--- config.mk ---
export PLATFORM = sky130hd
export DESIGN_NAME = midpoint_circle_rasterizer_flat
export DESIGN_NICKNAME = d
export VERILOG_FILES = /design/src/sv/mcr_pkg.sv /design/src/sv/mcr_if.sv /design/src/sv/mcr_front.sv /design/src/sv/mcr_queue.sv /design/src/sv/mcr_back.sv /design/src/sv/midpoint_circle_rasterizer.sv /design/src/flat_wrapper.sv
export SDC_FILE = /design/constraint.sdc
export NUM_CORES = 1
export LEC_CHECK = 0
export BUFFER_PORTS_ARGS = -buffer_cell sky130_fd_sc_hd__clkbuf_2
export CORE_MARGIN = 3
export CORE_UTILIZATION = 51
export DETAILED_ROUTE_END_ITERATION = 10
export PLACE_DENSITY = 0.69
export SETUP_SLACK_MARGIN = 0.15
export SLEW_MARGIN = 0
export SYNTH_ARGS = -nofsm -noshare
export SYNTH_HDL_FRONTEND = slang
export SYNTH_HIERARCHICAL = 1
export SYNTH_SLANG_ARGS = --single-unit
--- constraint.sdc ---
create_clock -name clk -period 6.1 [get_ports clk]
set_clock_uncertainty 0.05 [all_clocks]
set_input_delay 1.22 -clock clk [delete_from_list [all_inputs] [get_ports clk]]
set_output_delay 1.22 -clock clk [all_outputs]
set_load 0.05 [all_outputs]
--- src/sv/mcr_pkg.sv ---
// shared types, constants and helpers for the midpoint circle rasterizer
package mcr_pkg;

    localparam int COORD_WIDTH = 12;
    localparam int CENTER_W    = 13;
    localparam int RADIUS_W    = 11;
    localparam int STEP_W      = 12;
    localparam int DEC_W       = 15;
    localparam int COLOR_W     = 24;
    localparam int DIM_W       = 13;
    localparam int PT_W        = CENTER_W + 1;
    localparam int CFG_IDX_W   = 1;
    localparam int QUEUE_DEPTH = 2;
    localparam int QPTR_W      = $clog2(QUEUE_DEPTH);
    localparam int QCNT_W      = $clog2(QUEUE_DEPTH + 1);
    localparam int PT_CNT_W    = 3;

    localparam logic OP_START   = 1'b0;
    localparam logic OP_ADVANCE = 1'b1;

    localparam logic [CFG_IDX_W-1:0] REG_IMAGE_WIDTH  = 1'b0;
    localparam logic [CFG_IDX_W-1:0] REG_IMAGE_HEIGHT = 1'b1;

    localparam logic [DIM_W-1:0] WIDTH_RESET  = 13'd640;
    localparam logic [DIM_W-1:0] HEIGHT_RESET = 13'd480;

    localparam logic [PT_CNT_W-1:0] LAST_POINT = 3'd7;

    typedef struct packed {
        logic [CENTER_W-1:0] cx;
        logic [CENTER_W-1:0] cy;
        logic [STEP_W-1:0]   x;
        logic [STEP_W-1:0]   y;
        logic [COLOR_W-1:0]  color;
        logic                done;
    } job_t;

    typedef struct packed {
        logic swap;
        logic neg_a;
        logic neg_b;
    } octant_t;

    // mirror order (x,y) (y,x) (-x,-y) (-y,-x) (-x,y) (x,-y) (-y,x) (y,-x)
    function automatic octant_t octant_sel(input logic [PT_CNT_W-1:0] idx);
        octant_t o;
        case (idx)
            3'd0:    o = '{swap: 1'b0, neg_a: 1'b0, neg_b: 1'b0};
            3'd1:    o = '{swap: 1'b1, neg_a: 1'b0, neg_b: 1'b0};
            3'd2:    o = '{swap: 1'b0, neg_a: 1'b1, neg_b: 1'b1};
            3'd3:    o = '{swap: 1'b1, neg_a: 1'b1, neg_b: 1'b1};
            3'd4:    o = '{swap: 1'b0, neg_a: 1'b1, neg_b: 1'b0};
            3'd5:    o = '{swap: 1'b0, neg_a: 1'b0, neg_b: 1'b1};
            3'd6:    o = '{swap: 1'b1, neg_a: 1'b1, neg_b: 1'b0};
            3'd7:    o = '{swap: 1'b1, neg_a: 1'b0, neg_b: 1'b1};
            default: o = '{swap: 1'b0, neg_a: 1'b0, neg_b: 1'b0};
        endcase
        return o;
    endfunction

endpackage

--- src/sv/mcr_if.sv ---
// request, pixel and configuration channel interfaces
interface mcr_cmd_if;
    logic                           valid;
    logic                           ready;
    logic                           op;
    logic [mcr_pkg::CENTER_W-1:0]   center_x;
    logic [mcr_pkg::CENTER_W-1:0]   center_y;
    logic [mcr_pkg::RADIUS_W-1:0]   radius;
    logic [mcr_pkg::COLOR_W-1:0]    color;

    modport source (output valid, op, center_x, center_y, radius, color, input ready);
    modport sink   (input valid, op, center_x, center_y, radius, color, output ready);
endinterface

interface mcr_pix_if;
    logic                           valid;
    logic                           ready;
    logic [mcr_pkg::COORD_WIDTH-1:0] pixel_x;
    logic [mcr_pkg::COORD_WIDTH-1:0] pixel_y;
    logic [mcr_pkg::COLOR_W-1:0]    pixel_color;
    logic                           write_enable;
    logic                           last;
    logic                           done_res;

    modport source (output valid, pixel_x, pixel_y, pixel_color, write_enable, last, done_res,
                    input ready);
    modport sink   (input valid, pixel_x, pixel_y, pixel_color, write_enable, last, done_res,
                    output ready);
endinterface

interface mcr_cfg_if;
    logic                            valid;
    logic                            ready;
    logic [mcr_pkg::CFG_IDX_W-1:0]   index;
    logic [mcr_pkg::DIM_W-1:0]       data;

    modport source (output valid, index, data, input ready);
    modport sink   (input valid, index, data, output ready);
endinterface

--- src/sv/mcr_front.sv ---
// front end: accepts requests, runs the midpoint decision step, queues octant jobs
module mcr_front (
    input  logic           clk,
    input  logic           rst_n,
    mcr_cmd_if.sink        cmd,
    output logic           job_valid,
    input  logic           job_ready,
    output mcr_pkg::job_t  job
);

    logic [mcr_pkg::CENTER_W-1:0] cx_reg, cx_next;
    logic [mcr_pkg::CENTER_W-1:0] cy_reg, cy_next;
    logic [mcr_pkg::STEP_W-1:0]   x_reg, x_next;
    logic [mcr_pkg::STEP_W-1:0]   y_reg, y_next;
    logic [mcr_pkg::DEC_W-1:0]    d_reg, d_next;
    logic [mcr_pkg::COLOR_W-1:0]  color_reg, color_next;
    logic                         active_reg, active_next;

    logic                         start;
    logic                         step;
    logic                         accept;
    logic [mcr_pkg::STEP_W-1:0]   x_b;
    logic [mcr_pkg::STEP_W-1:0]   y_b;
    logic [mcr_pkg::DEC_W-1:0]    d_b;
    logic [mcr_pkg::STEP_W:0]     y_dec;
    logic                         done;

    assign start     = (cmd.op == mcr_pkg::OP_START);
    assign step      = start || active_reg;
    assign cmd.ready = job_ready;
    assign accept    = cmd.valid && cmd.ready;
    assign job_valid = cmd.valid && step;

    always_comb
    begin
        cx_next    = start ? cmd.center_x : cx_reg;
        cy_next    = start ? cmd.center_y : cy_reg;
        color_next = start ? cmd.color : color_reg;
        x_b        = start ? '0 : x_reg;
        y_b        = start ? mcr_pkg::STEP_W'(cmd.radius) : y_reg;
        d_b        = start ? (mcr_pkg::DEC_W'(1) - mcr_pkg::DEC_W'(cmd.radius)) : d_reg;

        if (d_b[mcr_pkg::DEC_W-1])
        begin
            d_next = d_b + mcr_pkg::DEC_W'({x_b, 1'b0}) + mcr_pkg::DEC_W'(3);
            y_dec  = {1'b0, y_b};
        end
        else
        begin
            d_next = d_b + ((mcr_pkg::DEC_W'(x_b) - mcr_pkg::DEC_W'(y_b)) << 1)
                   + mcr_pkg::DEC_W'(5);
            y_dec  = {1'b0, y_b} - (mcr_pkg::STEP_W+1)'(1);
        end
        x_next = x_b + mcr_pkg::STEP_W'(1);
        y_next = y_dec[mcr_pkg::STEP_W-1:0];

        // a negative y means the octant has closed
        done        = y_dec[mcr_pkg::STEP_W] || (x_next > y_dec[mcr_pkg::STEP_W-1:0]);
        active_next = !done;

        job.cx    = cx_next;
        job.cy    = cy_next;
        job.x     = x_b;
        job.y     = y_b;
        job.color = color_next;
        job.done  = done;
    end

    always_ff @(posedge clk or negedge rst_n)
    begin
        if (!rst_n)
        begin
            cx_reg     <= '0;
            cy_reg     <= '0;
            x_reg      <= '0;
            y_reg      <= '0;
            d_reg      <= '0;
            color_reg  <= '0;
            active_reg <= 1'b0;
        end
        else if (accept && step)
        begin
            cx_reg     <= cx_next;
            cy_reg     <= cy_next;
            x_reg      <= x_next;
            y_reg      <= y_next;
            d_reg      <= d_next;
            color_reg  <= color_next;
            active_reg <= active_next;
        end
    end

endmodule

--- src/sv/mcr_queue.sv ---
// two-entry job queue between the front and back ends
module mcr_queue (
    input  logic           clk,
    input  logic           rst_n,
    input  logic           push_valid,
    output logic           push_ready,
    input  mcr_pkg::job_t  push_data,
    output logic           pop_valid,
    input  logic           pop_ready,
    output mcr_pkg::job_t  pop_data
);

    mcr_pkg::job_t               mem_reg [mcr_pkg::QUEUE_DEPTH];
    logic [mcr_pkg::QPTR_W-1:0]  wr_ptr_reg, wr_ptr_next;
    logic [mcr_pkg::QPTR_W-1:0]  rd_ptr_reg, rd_ptr_next;
    logic [mcr_pkg::QCNT_W-1:0]  count_reg, count_next;
    logic                        push;
    logic                        pop;

    assign push_ready = (count_reg < mcr_pkg::QCNT_W'(mcr_pkg::QUEUE_DEPTH));
    assign pop_valid  = (count_reg != '0);
    assign pop_data   = mem_reg[rd_ptr_reg];
    assign push       = push_valid && push_ready;
    assign pop        = pop_valid && pop_ready;

    always_comb
    begin
        wr_ptr_next = wr_ptr_reg;
        rd_ptr_next = rd_ptr_reg;
        if (push)
        begin
            wr_ptr_next = (wr_ptr_reg == mcr_pkg::QPTR_W'(mcr_pkg::QUEUE_DEPTH - 1))
                        ? '0 : wr_ptr_reg + mcr_pkg::QPTR_W'(1);
        end
        if (pop)
        begin
            rd_ptr_next = (rd_ptr_reg == mcr_pkg::QPTR_W'(mcr_pkg::QUEUE_DEPTH - 1))
                        ? '0 : rd_ptr_reg + mcr_pkg::QPTR_W'(1);
        end
        count_next = count_reg + mcr_pkg::QCNT_W'(push) - mcr_pkg::QCNT_W'(pop);
    end

    always_ff @(posedge clk or negedge rst_n)
    begin
        if (!rst_n)
        begin
            wr_ptr_reg <= '0;
            rd_ptr_reg <= '0;
            count_reg  <= '0;
        end
        else
        begin
            wr_ptr_reg <= wr_ptr_next;
            rd_ptr_reg <= rd_ptr_next;
            count_reg  <= count_next;
        end
    end

    always_ff @(posedge clk)
    begin
        if (push)
        begin
            mem_reg[wr_ptr_reg] <= push_data;
        end
    end

endmodule

--- src/sv/mcr_back.sv ---
// back end: mirrors each octant job into eight points, clips them, drives the pixel channel
module mcr_back (
    input  logic           clk,
    input  logic           rst_n,
    input  logic           job_valid,
    output logic           job_ready,
    input  mcr_pkg::job_t  job,
    mcr_pix_if.source      pix,
    mcr_cfg_if.sink        cfg
);

    mcr_pkg::job_t                  cur_reg;
    logic                           busy_reg;
    logic [mcr_pkg::PT_CNT_W-1:0]   idx_reg;
    logic [mcr_pkg::DIM_W-1:0]      width_reg;
    logic [mcr_pkg::DIM_W-1:0]      height_reg;

    logic                           out_valid_reg;
    logic [mcr_pkg::COORD_WIDTH-1:0] px_reg, px_next;
    logic [mcr_pkg::COORD_WIDTH-1:0] py_reg, py_next;
    logic [mcr_pkg::COLOR_W-1:0]    color_reg;
    logic                           we_reg, we_next;
    logic                           last_reg;
    logic                           done_reg;

    logic                           out_load;
    logic                           emit;
    logic                           take;
    mcr_pkg::octant_t               oct;
    logic [mcr_pkg::STEP_W-1:0]     a;
    logic [mcr_pkg::STEP_W-1:0]     b;
    logic [mcr_pkg::PT_W-1:0]       da;
    logic [mcr_pkg::PT_W-1:0]       db;
    logic [mcr_pkg::PT_W-1:0]       col;
    logic [mcr_pkg::PT_W-1:0]       row;
    logic                           col_in;
    logic                           row_in;

    assign out_load  = !out_valid_reg || pix.ready;
    assign emit      = busy_reg && out_load;
    assign take      = !busy_reg || (emit && (idx_reg == mcr_pkg::LAST_POINT));
    assign job_ready = take;
    assign cfg.ready = 1'b1;

    always_comb
    begin
        oct = mcr_pkg::octant_sel(idx_reg);
        a   = oct.swap ? cur_reg.y : cur_reg.x;
        b   = oct.swap ? cur_reg.x : cur_reg.y;
        da  = oct.neg_a ? ('0 - mcr_pkg::PT_W'(a)) : mcr_pkg::PT_W'(a);
        db  = oct.neg_b ? ('0 - mcr_pkg::PT_W'(b)) : mcr_pkg::PT_W'(b);
        col = {cur_reg.cx[mcr_pkg::CENTER_W-1], cur_reg.cx} + da;
        row = {cur_reg.cy[mcr_pkg::CENTER_W-1], cur_reg.cy} + db;

        col_in = !col[mcr_pkg::PT_W-1]
              && (col[mcr_pkg::PT_W-2:0] < width_reg)
              && (32'(col[mcr_pkg::PT_W-2:0]) < (32'd1 << mcr_pkg::COORD_WIDTH));
        row_in = !row[mcr_pkg::PT_W-1]
              && (row[mcr_pkg::PT_W-2:0] < height_reg)
              && (32'(row[mcr_pkg::PT_W-2:0]) < (32'd1 << mcr_pkg::COORD_WIDTH));

        we_next = col_in && row_in;
        px_next = we_next ? mcr_pkg::COORD_WIDTH'(col[mcr_pkg::PT_W-2:0]) : '0;
        py_next = we_next ? mcr_pkg::COORD_WIDTH'(row[mcr_pkg::PT_W-2:0]) : '0;
    end

    always_ff @(posedge clk or negedge rst_n)
    begin
        if (!rst_n)
        begin
            busy_reg      <= 1'b0;
            idx_reg       <= '0;
            out_valid_reg <= 1'b0;
            width_reg     <= mcr_pkg::WIDTH_RESET;
            height_reg    <= mcr_pkg::HEIGHT_RESET;
        end
        else
        begin
            if (take)
            begin
                busy_reg <= job_valid;
            end
            if (emit)
            begin
                idx_reg <= idx_reg + mcr_pkg::PT_CNT_W'(1);
            end
            if (out_load)
            begin
                out_valid_reg <= emit;
            end
            if (cfg.valid)
            begin
                case (cfg.index)
                    mcr_pkg::REG_IMAGE_WIDTH:  width_reg  <= cfg.data;
                    mcr_pkg::REG_IMAGE_HEIGHT: height_reg <= cfg.data;
                    default:                   ;
                endcase
            end
        end
    end

    always_ff @(posedge clk)
    begin
        if (take && job_valid)
        begin
            cur_reg <= job;
        end
        if (emit)
        begin
            px_reg    <= px_next;
            py_reg    <= py_next;
            color_reg <= cur_reg.color;
            we_reg    <= we_next;
            last_reg  <= (idx_reg == mcr_pkg::LAST_POINT);
            done_reg  <= cur_reg.done;
        end
    end

    assign pix.valid        = out_valid_reg;
    assign pix.pixel_x      = px_reg;
    assign pix.pixel_y      = py_reg;
    assign pix.pixel_color  = color_reg;
    assign pix.write_enable = we_reg;
    assign pix.last         = last_reg;
    assign pix.done_res     = done_reg;

`ifndef SYNTHESIS
    a_last_wraps: assert property (@(posedge clk) disable iff (!rst_n)
        (out_valid_reg && last_reg) |-> (idx_reg == '0))
        else $error("last point held while point counter not wrapped");

    a_job_holds: assert property (@(posedge clk) disable iff (!rst_n)
        (emit && (idx_reg != mcr_pkg::LAST_POINT)) |=> busy_reg)
        else $error("job dropped before all eight points were sent");

    a_clip_zero: assert property (@(posedge clk) disable iff (!rst_n)
        (out_valid_reg && !we_reg) |-> ((px_reg == '0) && (py_reg == '0)))
        else $error("clipped point carries nonzero coordinates");
`endif

endmodule

--- src/sv/midpoint_circle_rasterizer.sv ---
// top level of the midpoint circle rasterizer
//
//  channel | dir | moves                                   | accepted when
//  cmd     | in  | start / advance request                 | cmd.valid && cmd.ready
//  pix     | out | one mirrored point per beat             | pix.valid && pix.ready
//  cfg     | in  | image width / height register write     | cfg.valid && cfg.ready
//
// each start or active advance request yields eight points, one per cycle while pix is ready,
// from the single point generator in the back end
// the front end takes a request every cycle while the two-entry job queue has room
// an advance with no circle running is taken and yields nothing
// reset clears all control state and sets the image to 640 x 480
// a stall on pix holds the point register, then the back end, then the queue and cmd
module midpoint_circle_rasterizer (
    input  logic      clk,
    input  logic      rst_n,
    mcr_cmd_if.sink   cmd,
    mcr_pix_if.source pix,
    mcr_cfg_if.sink   cfg
);

    logic           fq_valid;
    logic           fq_ready;
    mcr_pkg::job_t  fq_job;
    logic           qb_valid;
    logic           qb_ready;
    mcr_pkg::job_t  qb_job;

    mcr_front u_front (
        .clk       (clk),
        .rst_n     (rst_n),
        .cmd       (cmd),
        .job_valid (fq_valid),
        .job_ready (fq_ready),
        .job       (fq_job)
    );

    mcr_queue u_queue (
        .clk        (clk),
        .rst_n      (rst_n),
        .push_valid (fq_valid),
        .push_ready (fq_ready),
        .push_data  (fq_job),
        .pop_valid  (qb_valid),
        .pop_ready  (qb_ready),
        .pop_data   (qb_job)
    );

    mcr_back u_back (
        .clk       (clk),
        .rst_n     (rst_n),
        .job_valid (qb_valid),
        .job_ready (qb_ready),
        .job       (qb_job),
        .pix       (pix),
        .cfg       (cfg)
    );

endmodule

--- src/flat_wrapper.sv ---
// flat-port wrapper written by rule: the top's interface ports become plain ports
module midpoint_circle_rasterizer_flat 
  (clk, rst_n, cmd_valid, cmd_op, cmd_center_x, cmd_center_y, cmd_radius, cmd_color, cmd_ready, pix_valid, pix_pixel_x, pix_pixel_y, pix_pixel_color, pix_write_enable, pix_last, pix_done_res, pix_ready, cfg_valid, cfg_index, cfg_data, cfg_ready);
  mcr_cmd_if cmd_i ();
  mcr_pix_if pix_i ();
  mcr_cfg_if cfg_i ();
  input  logic clk;
  input  logic rst_n;
  input wire logic [$bits(cmd_i.valid)-1:0] cmd_valid;
  input wire logic [$bits(cmd_i.op)-1:0] cmd_op;
  input wire logic [$bits(cmd_i.center_x)-1:0] cmd_center_x;
  input wire logic [$bits(cmd_i.center_y)-1:0] cmd_center_y;
  input wire logic [$bits(cmd_i.radius)-1:0] cmd_radius;
  input wire logic [$bits(cmd_i.color)-1:0] cmd_color;
  output wire logic [$bits(cmd_i.ready)-1:0] cmd_ready;
  output wire logic [$bits(pix_i.valid)-1:0] pix_valid;
  output wire logic [$bits(pix_i.pixel_x)-1:0] pix_pixel_x;
  output wire logic [$bits(pix_i.pixel_y)-1:0] pix_pixel_y;
  output wire logic [$bits(pix_i.pixel_color)-1:0] pix_pixel_color;
  output wire logic [$bits(pix_i.write_enable)-1:0] pix_write_enable;
  output wire logic [$bits(pix_i.last)-1:0] pix_last;
  output wire logic [$bits(pix_i.done_res)-1:0] pix_done_res;
  input wire logic [$bits(pix_i.ready)-1:0] pix_ready;
  input wire logic [$bits(cfg_i.valid)-1:0] cfg_valid;
  input wire logic [$bits(cfg_i.index)-1:0] cfg_index;
  input wire logic [$bits(cfg_i.data)-1:0] cfg_data;
  output wire logic [$bits(cfg_i.ready)-1:0] cfg_ready;
  assign cmd_i.valid = cmd_valid;
  assign cmd_i.op = cmd_op;
  assign cmd_i.center_x = cmd_center_x;
  assign cmd_i.center_y = cmd_center_y;
  assign cmd_i.radius = cmd_radius;
  assign cmd_i.color = cmd_color;
  assign cmd_ready = cmd_i.ready;
  assign pix_valid = pix_i.valid;
  assign pix_pixel_x = pix_i.pixel_x;
  assign pix_pixel_y = pix_i.pixel_y;
  assign pix_pixel_color = pix_i.pixel_color;
  assign pix_write_enable = pix_i.write_enable;
  assign pix_last = pix_i.last;
  assign pix_done_res = pix_i.done_res;
  assign pix_i.ready = pix_ready;
  assign cfg_i.valid = cfg_valid;
  assign cfg_i.index = cfg_index;
  assign cfg_i.data = cfg_data;
  assign cfg_ready = cfg_i.ready;
  midpoint_circle_rasterizer u_core (.clk(clk), .rst_n(rst_n), .cmd(cmd_i), .pix(pix_i), .cfg(cfg_i));
endmodule
==> reports/qor.yml <==
run_status:
  status: "finished, final reports clean"
placement:
  numPortBuffers: 133
  hpwl_um: 31600
  gp_congestion: 0.883
min_path:
  hold_path.class: "register to register"
  hold_start: "u_core/u_back/cur_reg[3]"
sta:
  finalCriticalPeriod_ns: 5.58
  fin_crit_sh: 0.915
  fin_setup_tns_ns: 0
  worst_pin_slew_ns: 0.883
  finalSetupViolCount: 0
  hold_viol: 0
  rsz0062_at_grt: "no"
  slew_violations: 0
  fmax_mhz: 179
  slew_headroom: 0.411
finish:
  area_growth_pct: 12.6
  nets: 2003
  largest_reg_flops: 150
  final_core_util: 0.590
  layout_common_cells: "edfxtp_1, ha_1, clkbuf_2, mux2_2"
  mostFrequentLayoutCell: "edfxtp_1"
  diodes: 0
  fill_cells: 3208
  drive_gt1_frac: 0.249
clocking:
  clkTransAtPathRegs_ns: 0.06
  clock_latency_ns: 0.56
  root_buffer: "clkbuf_16"
  cts_buffers: 43
  clock-sinks: 401
  cts_max_level: 2
  ctsHoldBuffers: 0
  cts_tree: "built"
  clockBufferDepth: 3
route:
  dr.first_iter.drc_count: 795
  via_per_inst: 5.57
  wirelength_um: 44900
  postRouteAntennaNets: 0
  drtPass1Iterations: 4
  vias: 13000
  wl_per_cell_um: 19.2
  drc: 0
synth:
  synth_edf_count: 276
  synth_largest_area_cell: "edfxtp_1"
  syn_inst: 1637
  syn_area_um2: 21100
  synthesis.nets: 1858
  async_reset_ff_frac: 0.312
  netlist.area_leader.share: 0.392
  syn_avg_cell_area_um2: 12.9
  synth_ff_type: "edfxtp_1"
  synth_cell_types: 92
  ys_warn_count: 6
  synth-seq-cells: 401
  synthTopCellsByArea: "edfxtp_1, dfrtp_1, ha_1"
  seq_area_frac_synth: 0.541
setup_path:
  cp.arrival_ns: 5.95
  endpoint_kind: "register"
  start_kind: "register"
  r2r_start: "u_core/u_back/idx_reg[2]"
  startpoint: "u_core/u_back/idx_reg[2]"
  cp_slowest_cell: "dfrtp_2"
  crit_fanout: 15
  crit_chain: "mux2i_4 > mux2i_1 > ha_1 > o21a_1 > ha_1 > a211oi_1 > o21ai_0 > a221oi_2 > o21bai_1 > a31oi_1 > xor2_1 > inv_1 > ha_1 > o21ai_0 > nor2_1 > a2111oi_2 > o21ai_1 > a211oi_4 > buf_4 > o2111a_1"
  critPathKind: "register to register"
  path_buf_inv: 2
  required_ns: 6.47
  critical-path-top-delay-family: "compound AO/OA/AOI/OAI gates"
  critPathMaxStageDelay_ns: 0.47
  path_common_cell: "ha_1"
power:
  clock_power_share: 0.180
  switching_share: 0.411
  combPwrFrac: 0.525
  irDropWorstVdd_mv: 0.386
  seqPwrFrac: 0.295
  p_int_mw: 8.55
  powerDensity_nw_per_um2: 611
  p_leak_nw: 9.96
  power.switching_mw: 5.98
global_route:
  grt_max_degree: 86
  grt_pass1_wl_um: 71100
  gr-total-overflow: 0
  antenna_found_initial: 0
  grt_pass1_vias: 13400
  track_usage: 0.203
die:
  die_x_um: 209
  dieHeight_um: 209
  core_area_um2: 40300
  start_util: 0.524
  rows: 73
  design.portCount: 135
  fp.dieArea_um2: 43900
job:
  maxCapViolations: 0
## cells by family (layout without fill, tap and decap cells)
group | Yosys count | after routing | share of synthesized area
AOI/OAI and AO/OA | 280 | 280 | 0.0914
xor gates and xnor gates | 102 | 102 | 0.0430
adders and majority gates | 140 | 140 | 0.0847
buffers and inverters | 144 | 322 | 0.0330
DFF | 401 | 401 | 0.541
muxes | 232 | 233 | 0.130
other | 1 | 1 | 0.000178
and+or+nand+nor | 337 | 337 | 0.0771
## power groups by stage
stage | Combinational, mW | Sequential, mW | Clock, mW
5_1_grt | 8.44 | 4.36 | 2.79
2_1_floorplan | 5.60 | 4.46 | 0
4_1_cts | 7.49 | 4.28 | 2.69
3_3_place_gp | 7.25 | 4.29 | 0
6_report | 7.63 | 4.28 | 2.61
3_5_place_dp | 7.42 | 4.33 | 0
## Yosys cell counts, drive strengths merged (4+ instances only)
| library cell | n |
|---|---|
| a211oi | 12 |
| a21o | 22 |
| a21oi | 68 |
| a221oi | 4 |
| a31oi | 12 |
| and2 | 15 |
| and3 | 11 |
| buf | 46 |
| clkbuf | 11 |
| dfrtp | 119 |
| dfstp | 6 |
| edfxtp | 276 |
| fa | 5 |
| ha | 135 |
| inv | 87 |
| mux2 | 196 |
| mux2i | 36 |
| nand2 | 115 |
| nand2b | 16 |
| nand3 | 20 |
| nand4 | 7 |
| nor2 | 87 |
| nor2b | 14 |
| nor3 | 32 |
| nor4 | 4 |
| o2111a | 15 |
| o211ai | 8 |
| o21a | 14 |
| o21ai | 80 |
| o21bai | 8 |
| o31ai | 6 |
| or2 | 4 |
| xnor2 | 75 |
| xor2 | 27 |
## stage by stage
step / hold slack [ns] / instances / power, mW / instance area, um2 / setup slack, ns
3_5_place_dp: 0.355 / 2258 / 11.8 / 22300 / 0.00317
4_1_cts: 0.369 / 2337 / 14.5 / 23700 / 0.160
5_1_grt: 0.372 / 2341 / 15.6 / 23800 / 0.154
2_1_floorplan: 0.350 / 1637 / 10.1 / 21100 / 0.509
3_3_place_gp: 0.350 / 2258 / 11.5 / 22300 / 0.394
6_report: 0.368 / 2341 / 14.5 / 23800 / 0.518
## layout make-up
class / count / area, um2 / share of cell area
Sequential cell: 401 / 11400 / 0.481
Clock buffer: 53 / 1150 / 0.0486
Tap cell: 525 / 657 / 0.0276
Clock inverter: 26 / 263 / 0.0111
Inverter: 87 / 327 / 0.0137
Timing Repair Buffer: 156 / 851 / 0.0358
Multi-Input combinational cell: 1093 / 9090 / 0.382
## final timing paths
kind                                                         end  slack, ns  depth (start not counted)
worst max-delay path                u_core/u_back/pix.pixel_x[6]       0.52                         20
worst max register to register      u_core/u_back/pix.pixel_x[6]       0.52                         20
max in group asynchronous               u_core/u_front/cx_reg[9]       4.13                          2
worst min register to register  u_core/u_back/pix.pixel_color[2]       0.37                          0
min in group asynchronous               u_core/u_front/d_reg[12]       0.72                          1
worst min-delay path            u_core/u_back/pix.pixel_color[2]       0.37                          0
## timing repair
action	CTS	global route
buffers inserted	0	3
pin swaps	0	0
cloned	0	1
gates resized for setup	4	14
endpoints found under the setup margin	24	25
## layer usage
layer	part of all wire	vias to the layer above	global-route usage
met3	0.036	83	0.0312
li1	-	6310	-
met4	0.030	0	0.0661
met1	0.44	6391	0.266
met2	0.50	256	0.347
met5	0	-	0
No activity file was read; power rests on OpenSTA's default activity.
